File: src/rtl/wsht_pkg.sv
// ----------------------------------------------------------------------------
// wsht_pkg
// Shared constants and controller/datapath interface types for the window
// stack hit test block.
// ----------------------------------------------------------------------------
package wsht_pkg;

  localparam int MAX_WINDOWS_DEF = 16;
  localparam int COORD_BITS_DEF  = 12;
  localparam int NUM_BITS        = 5;

  localparam logic FUNC_LOAD  = 1'b0;
  localparam logic FUNC_CLICK = 1'b1;

  typedef struct packed {
    logic capture;  // latch the input beat and register the compare vector
    logic commit;   // pick, move to front or push, and write the result
  } cmd_t;

  typedef struct packed {
    logic out_free; // result register can take a beat this cycle
  } status_t;

endpackage

File: src/rtl/wsht_datapath.sv
// ----------------------------------------------------------------------------
// wsht_datapath
// Window rectangle registers, parallel point compare, topmost-hit pick,
// move-to-front shift and the result register.
// ----------------------------------------------------------------------------
module wsht_datapath #(
  parameter int MAX_WINDOWS = wsht_pkg::MAX_WINDOWS_DEF,
  parameter int COORD_BITS  = wsht_pkg::COORD_BITS_DEF
) (
  input  logic                           clk,
  input  logic                           rst,
  input  wsht_pkg::cmd_t                 cmd,
  output wsht_pkg::status_t              status,
  input  logic                           func,
  input  logic [COORD_BITS-1:0]          coord_x,
  input  logic [COORD_BITS-1:0]          coord_y,
  input  logic [COORD_BITS-1:0]          far_x,
  input  logic [COORD_BITS-1:0]          far_y,
  output logic                           out_valid,
  input  logic                           out_stall,
  output logic                           hit,
  output logic [wsht_pkg::NUM_BITS-1:0]  window_number,
  output logic                           full_res
);

  localparam int CNT_W = $clog2(MAX_WINDOWS + 1);
  localparam int NB    = wsht_pkg::NUM_BITS;

  // window stack, bottom at index 0
  logic [COORD_BITS-1:0] left   [MAX_WINDOWS];
  logic [COORD_BITS-1:0] bottom [MAX_WINDOWS];
  logic [COORD_BITS-1:0] right  [MAX_WINDOWS];
  logic [COORD_BITS-1:0] top    [MAX_WINDOWS];
  logic [NB-1:0]         number [MAX_WINDOWS];
  logic [CNT_W-1:0]      count;

  // captured beat
  logic                  func_q;
  logic [COORD_BITS-1:0] cx_q;
  logic [COORD_BITS-1:0] cy_q;
  logic [COORD_BITS-1:0] fx_q;
  logic [COORD_BITS-1:0] fy_q;
  logic [MAX_WINDOWS-1:0] hv;

  logic [MAX_WINDOWS-1:0] hv_next;
  logic [MAX_WINDOWS-1:0] pick;
  logic [MAX_WINDOWS-1:0] ge;
  logic                   any_hit;
  logic                   is_full;
  logic [NB-1:0]          new_number;

  logic [COORD_BITS-1:0] pk_left;
  logic [COORD_BITS-1:0] pk_bottom;
  logic [COORD_BITS-1:0] pk_right;
  logic [COORD_BITS-1:0] pk_top;
  logic [NB-1:0]         pk_number;

  logic [COORD_BITS-1:0] nx_left   [MAX_WINDOWS];
  logic [COORD_BITS-1:0] nx_bottom [MAX_WINDOWS];
  logic [COORD_BITS-1:0] nx_right  [MAX_WINDOWS];
  logic [COORD_BITS-1:0] nx_top    [MAX_WINDOWS];
  logic [NB-1:0]         nx_number [MAX_WINDOWS];

  assign status.out_free = !out_valid || !out_stall;
  assign is_full    = (count == CNT_W'(MAX_WINDOWS));
  assign new_number = NB'({1'b0, count} + (CNT_W + 1)'(1));
  assign any_hit    = |hv;

  // parallel inclusive compare against every live window
  always_comb begin
    for (int k = 0; k < MAX_WINDOWS; k++) begin
      hv_next[k] = (CNT_W'(k) < count) &&
                   (left[k] <= coord_x) && (coord_x <= right[k]) &&
                   (bottom[k] <= coord_y) && (coord_y <= top[k]);
    end
  end

  // topmost hit wins; ge marks the picked slot and everything above it
  always_comb begin
    logic above;
    logic seen;
    above = 1'b0;
    for (int k = MAX_WINDOWS - 1; k >= 0; k--) begin
      pick[k] = hv[k] && !above;
      above   = above || hv[k];
    end
    seen = 1'b0;
    for (int k = 0; k < MAX_WINDOWS; k++) begin
      seen  = seen || pick[k];
      ge[k] = seen;
    end
  end

  always_comb begin
    pk_left   = '0;
    pk_bottom = '0;
    pk_right  = '0;
    pk_top    = '0;
    pk_number = '0;
    for (int k = 0; k < MAX_WINDOWS; k++) begin
      pk_left   = pk_left   | (left[k]   & {COORD_BITS{pick[k]}});
      pk_bottom = pk_bottom | (bottom[k] & {COORD_BITS{pick[k]}});
      pk_right  = pk_right  | (right[k]  & {COORD_BITS{pick[k]}});
      pk_top    = pk_top    | (top[k]    & {COORD_BITS{pick[k]}});
      pk_number = pk_number | (number[k] & {NB{pick[k]}});
    end
  end

  // shift source: the slot above, or the picked window for the top slot
  for (genvar g = 0; g < MAX_WINDOWS; g++) begin : g_shift
    if (g < MAX_WINDOWS - 1) begin : g_mid
      logic last;
      assign last         = (CNT_W'(g + 1) == count);
      assign nx_left[g]   = last ? pk_left   : left[g + 1];
      assign nx_bottom[g] = last ? pk_bottom : bottom[g + 1];
      assign nx_right[g]  = last ? pk_right  : right[g + 1];
      assign nx_top[g]    = last ? pk_top    : top[g + 1];
      assign nx_number[g] = last ? pk_number : number[g + 1];
    end else begin : g_top
      assign nx_left[g]   = pk_left;
      assign nx_bottom[g] = pk_bottom;
      assign nx_right[g]  = pk_right;
      assign nx_top[g]    = pk_top;
      assign nx_number[g] = pk_number;
    end
  end

  always_ff @(posedge clk) begin
    if (cmd.capture) begin
      func_q <= func;
      cx_q   <= coord_x;
      cy_q   <= coord_y;
      fx_q   <= far_x;
      fy_q   <= far_y;
      hv     <= hv_next;
    end
    if (cmd.commit) begin
      if (func_q == wsht_pkg::FUNC_LOAD) begin
        for (int k = 0; k < MAX_WINDOWS; k++) begin
          if (!is_full && CNT_W'(k) == count) begin
            left[k]   <= cx_q;
            bottom[k] <= cy_q;
            right[k]  <= fx_q;
            top[k]    <= fy_q;
            number[k] <= new_number;
          end
        end
      end else if (any_hit) begin
        for (int k = 0; k < MAX_WINDOWS; k++) begin
          if (ge[k] && CNT_W'(k) < count) begin
            left[k]   <= nx_left[k];
            bottom[k] <= nx_bottom[k];
            right[k]  <= nx_right[k];
            top[k]    <= nx_top[k];
            number[k] <= nx_number[k];
          end
        end
      end
      hit           <= (func_q == wsht_pkg::FUNC_CLICK) && any_hit;
      window_number <= (func_q == wsht_pkg::FUNC_CLICK) ? pk_number : '0;
      full_res      <= (func_q == wsht_pkg::FUNC_LOAD) && is_full;
    end
  end

  always_ff @(posedge clk) begin
    if (rst) begin
      count     <= '0;
      out_valid <= 1'b0;
    end else begin
      if (cmd.commit && func_q == wsht_pkg::FUNC_LOAD && !is_full) begin
        count <= count + CNT_W'(1);
      end
      if (cmd.commit) begin
        out_valid <= 1'b1;
      end else if (!out_stall) begin
        // drop the beat once taken
        out_valid <= 1'b0;
      end
    end
  end

endmodule

File: config.mk
export PLATFORM = sky130hd
export DESIGN_NAME = wsht_datapath
export DESIGN_NICKNAME = d
export VERILOG_FILES = /design/src/rtl/wsht_pkg.sv /design/src/rtl/wsht_datapath.sv
export SDC_FILE = /design/constraint.sdc
export NUM_CORES = 2
export LEC_CHECK = 0
export BUFFER_PORTS_ARGS = -buffer_cell sky130_fd_sc_hd__buf_2
export CAP_MARGIN = 20
export CORE_UTILIZATION = 45
export DETAILED_ROUTE_END_ITERATION = 8
export PLACE_DENSITY = 0.66
export SYNTH_ARGS = -nofsm -noshare
export SYNTH_HDL_FRONTEND = slang
export SYNTH_SLANG_ARGS = --single-unit
File: constraint.sdc
create_clock -name clk -period 28.4 [get_ports clk]
set_clock_uncertainty 0.1 [all_clocks]
set_input_delay 5.68 -clock clk [delete_from_list [all_inputs] [get_ports clk]]
set_output_delay 5.68 -clock clk [all_outputs]
set_load 0.02 [all_outputs]
==> flow_summary.json <==
{
  "max_freq_ghz": 0.0848,
  "min_from": "out_valid",
  "r2r_cells": 11,
  "cts_hold_buf": 0,
  "min_period_over_period_pct": 41.5,
  "layout-drive-gt1-share_pct": 13.3,
  "syn_area_sq_mm": 0.0737,
  "worst_setup_path_start_kind": "input pin",
  "port_buffers": 62,
  "path_class": "input pin to output port",
  "rows": 148,
  "p_per_area_mw_per_mm2": 45.5,
  "synth_area_per_cell_sq_um": 9.79,
  "routed_via_density": 6.63,
  "syn_inst": 7522,
  "worstHoldPathType": "register to register",
  "wl_per_cell_microns": 29.5,
  "grt.overflow.total": 0,
  "start_util_pct": 45.3,
  "multiInputGateArea_sq_mm": 0.0416,
  "cts_buffer_depth": 3,
  "grt_pass1_vias": 60240,
  "numCtsBuffers": 111,
  "hold_ws_ns": 0.419,
  "worstMarginPinSlew_ns": 1.32,
  "grt_util_all_layers_pct": 33.4,
  "synthesis.nets": 8347,
  "grt_pass1_wl_microns": 407000,
  "grt_max_degree": 120,
  "synth_edf_count": 920,
  "crit_arrival_ns": 6.02,
  "wl_microns": 283000,
  "nets": 8150,
  "vias": 63588,
  "dp_cells": 9379,
  "async_reset_ff_share_pct": 0,
  "firstDrtPassIters": 9,
  "die_width_microns": 407,
  "ant_nets": 0,
  "finalHoldViolations": 0,
  "rsz0062_at_grt": "false",
  "cts_setup_buffers": 0,
  "cp_data_required_time_ns": 22.62,
  "syn_to_final_growth_pct": 7.71,
  "dieArea_sq_mm": 0.165,
  "drv_cap": 0,
  "regArea_sq_mm": 0.0277,
  "crit_path_end": "status",
  "fin_crit_ns": 11.80,
  "ys_ff_latch": 926,
  "setup_violations": 0,
  "gp_congestion": 0.965,
  "setup_tns_ns": 0,
  "place.detailed.hpwl_microns": 193000,
  "antenna_found_initial": 15,
  "design_area_sq_mm": 0.0793,
  "ctsRootBufferMaster": "clkbuf_16",
  "reg2reg_from": "hv[15]",
  "final_common_cell": "edfxtp_1",
  "status": "finished, final reports clean",
  "vdd_ir_drop_max_mv": 0.0485,
  "clk_pin_slew_ns": 0.06,
  "cts.sink_count": 926,
  "p_leak_nw": 33.2,
  "final_cells": 9596,
  "path_max_fanout": 2,
  "dpl_cell_area_sq_mm": 0.0757,
  "die_h_microns": 407,
  "seq_area_frac_synth_pct": 37.7,
  "slew_headroom_pct": 11.1,
  "mostFrequentLayoutCells": "edfxtp_1, ha_1, a21oi_1, nand2_1, nor2_1",
  "drt-initial-drc-count": 9397,
  "io_pins": 63,
  "slew_violations": 0,
  "clkLatencyLatePin_ns": 0.77,
  "cts_tree": "done",
  "htree_levels": 3,
  "cts-resized-gates": 0,
  "reg2reg_setup_slack_ns": 21.19,
  "yosysWarnings": 0,
  "drc_errors": 0,
  "coreArea_sq_mm": 0.163,
  "crit_start": "out_stall",
  "r2r-end": "top[1][1]",
  "nFillCells": 14988,
  "synthFlopType": "edfxtp_1",
  "synth_cell_types": 84,
  "worst_setup_path_end_kind": "output port"
}
-- flip-flops by register name (all words and copies together), names as in the netlist, 5 cells and up --
register,count
fx_q,12
bottom,192
hv,16
top,192
count,5
fy_q,12
cx_q,12
right,192
left,192
cy_q,12
window_number,5
number,80
-- Yosys cell counts, types with 68 or more instances --
library cell,n,area [sq um]
inv_1,433,1630
a211o_1,153,1340
nand3_1,144,721
nor2b_1,76,475
clkbuf_1,481,1810
edfxtp_1,920,27600
nand2_1,669,2510
a21oi_1,761,3810
a211oi_1,68,510
mux2_4,448,6730
a21o_1,392,2940
nand4_1,228,1430
o21ai_0,475,2380
ha_1,771,9650
a22oi_1,79,593
nor3_1,82,410
a32oi_1,69,604
nor2_1,563,2110
-- power by group --
part           switching [mW]  leakage, nW  internal (mW)  total (mW)
Sequential             0.0442         8.56           1.54        1.58
Combinational           0.328         22.9          0.238       0.565
Clock                   0.633         1.74          0.829        1.46
Total                    1.01         33.2           2.60        3.61
-- worst max-delay path, stage by stage --
cell and delay, ns:
buf_2 0.11, nand2_1 0.06, buf_2 0.16
-- how the worst min path moves through the flow --
stage / cells after the start / slack, ns / end
floorplan: 2 / 0.49 / out_valid
global placement: 2 / 0.41 / out_valid
detailed placement: 2 / 0.41 / out_valid
CTS: 2 / 0.42 / out_valid
global route: 2 / 0.50 / out_valid
finish: 2 / 0.42 / out_valid
-- through the flow --
step / utilization (%) / setup WS, ns / total power [mW]
after floorplan: - / 14.05 / 1.98
after global placement: 46.5 / 16.58 / 2.14
after detailed placement: 46.6 / 16.60 / 2.15
after CTS: 48.7 / 16.60 / 3.60
after global routing: 48.8 / 16.59 / 3.69
final: 48.8 / 16.60 / 3.61
-- per-layer routing --
metal | wire, microns | track usage (%) | share of wire, %
met2 | 123000 | 50.6 | 44
met5 | 77 | 0 | 0.027
met3 | 35200 | 9.40 | 12
met4 | 19100 | 20.5 | 6.7
met1 | 105000 | 41.9 | 37
-- cell families after synthesis --
kind of cell | count (synthesis) | synth area share [%]
buf+inv | 1030 | 6.42
flops | 926 | 37.7
fa+ha+maj | 771 | 13.1
compound gates | 2324 | 20.5
xor+xnor | 4 | 0.0476
simple gates | 1963 | 12.4
mux | 504 | 9.90
-- area by class of cell --
cell class / count / share of cell area, %
Tap cell: 2175 / 3.43
Inverter: 434 / 2.05
Timing Repair Buffer: 286 / 2.57
Antenna cell: 7 / 0.0221
Sequential cell: 926 / 35.0
Clock buffer: 136 / 3.65
Multi-Input combinational cell: 5566 / 52.5
Clock inverter: 66 / 0.829
No activity file was read; power rests on OpenSTA's default activity.
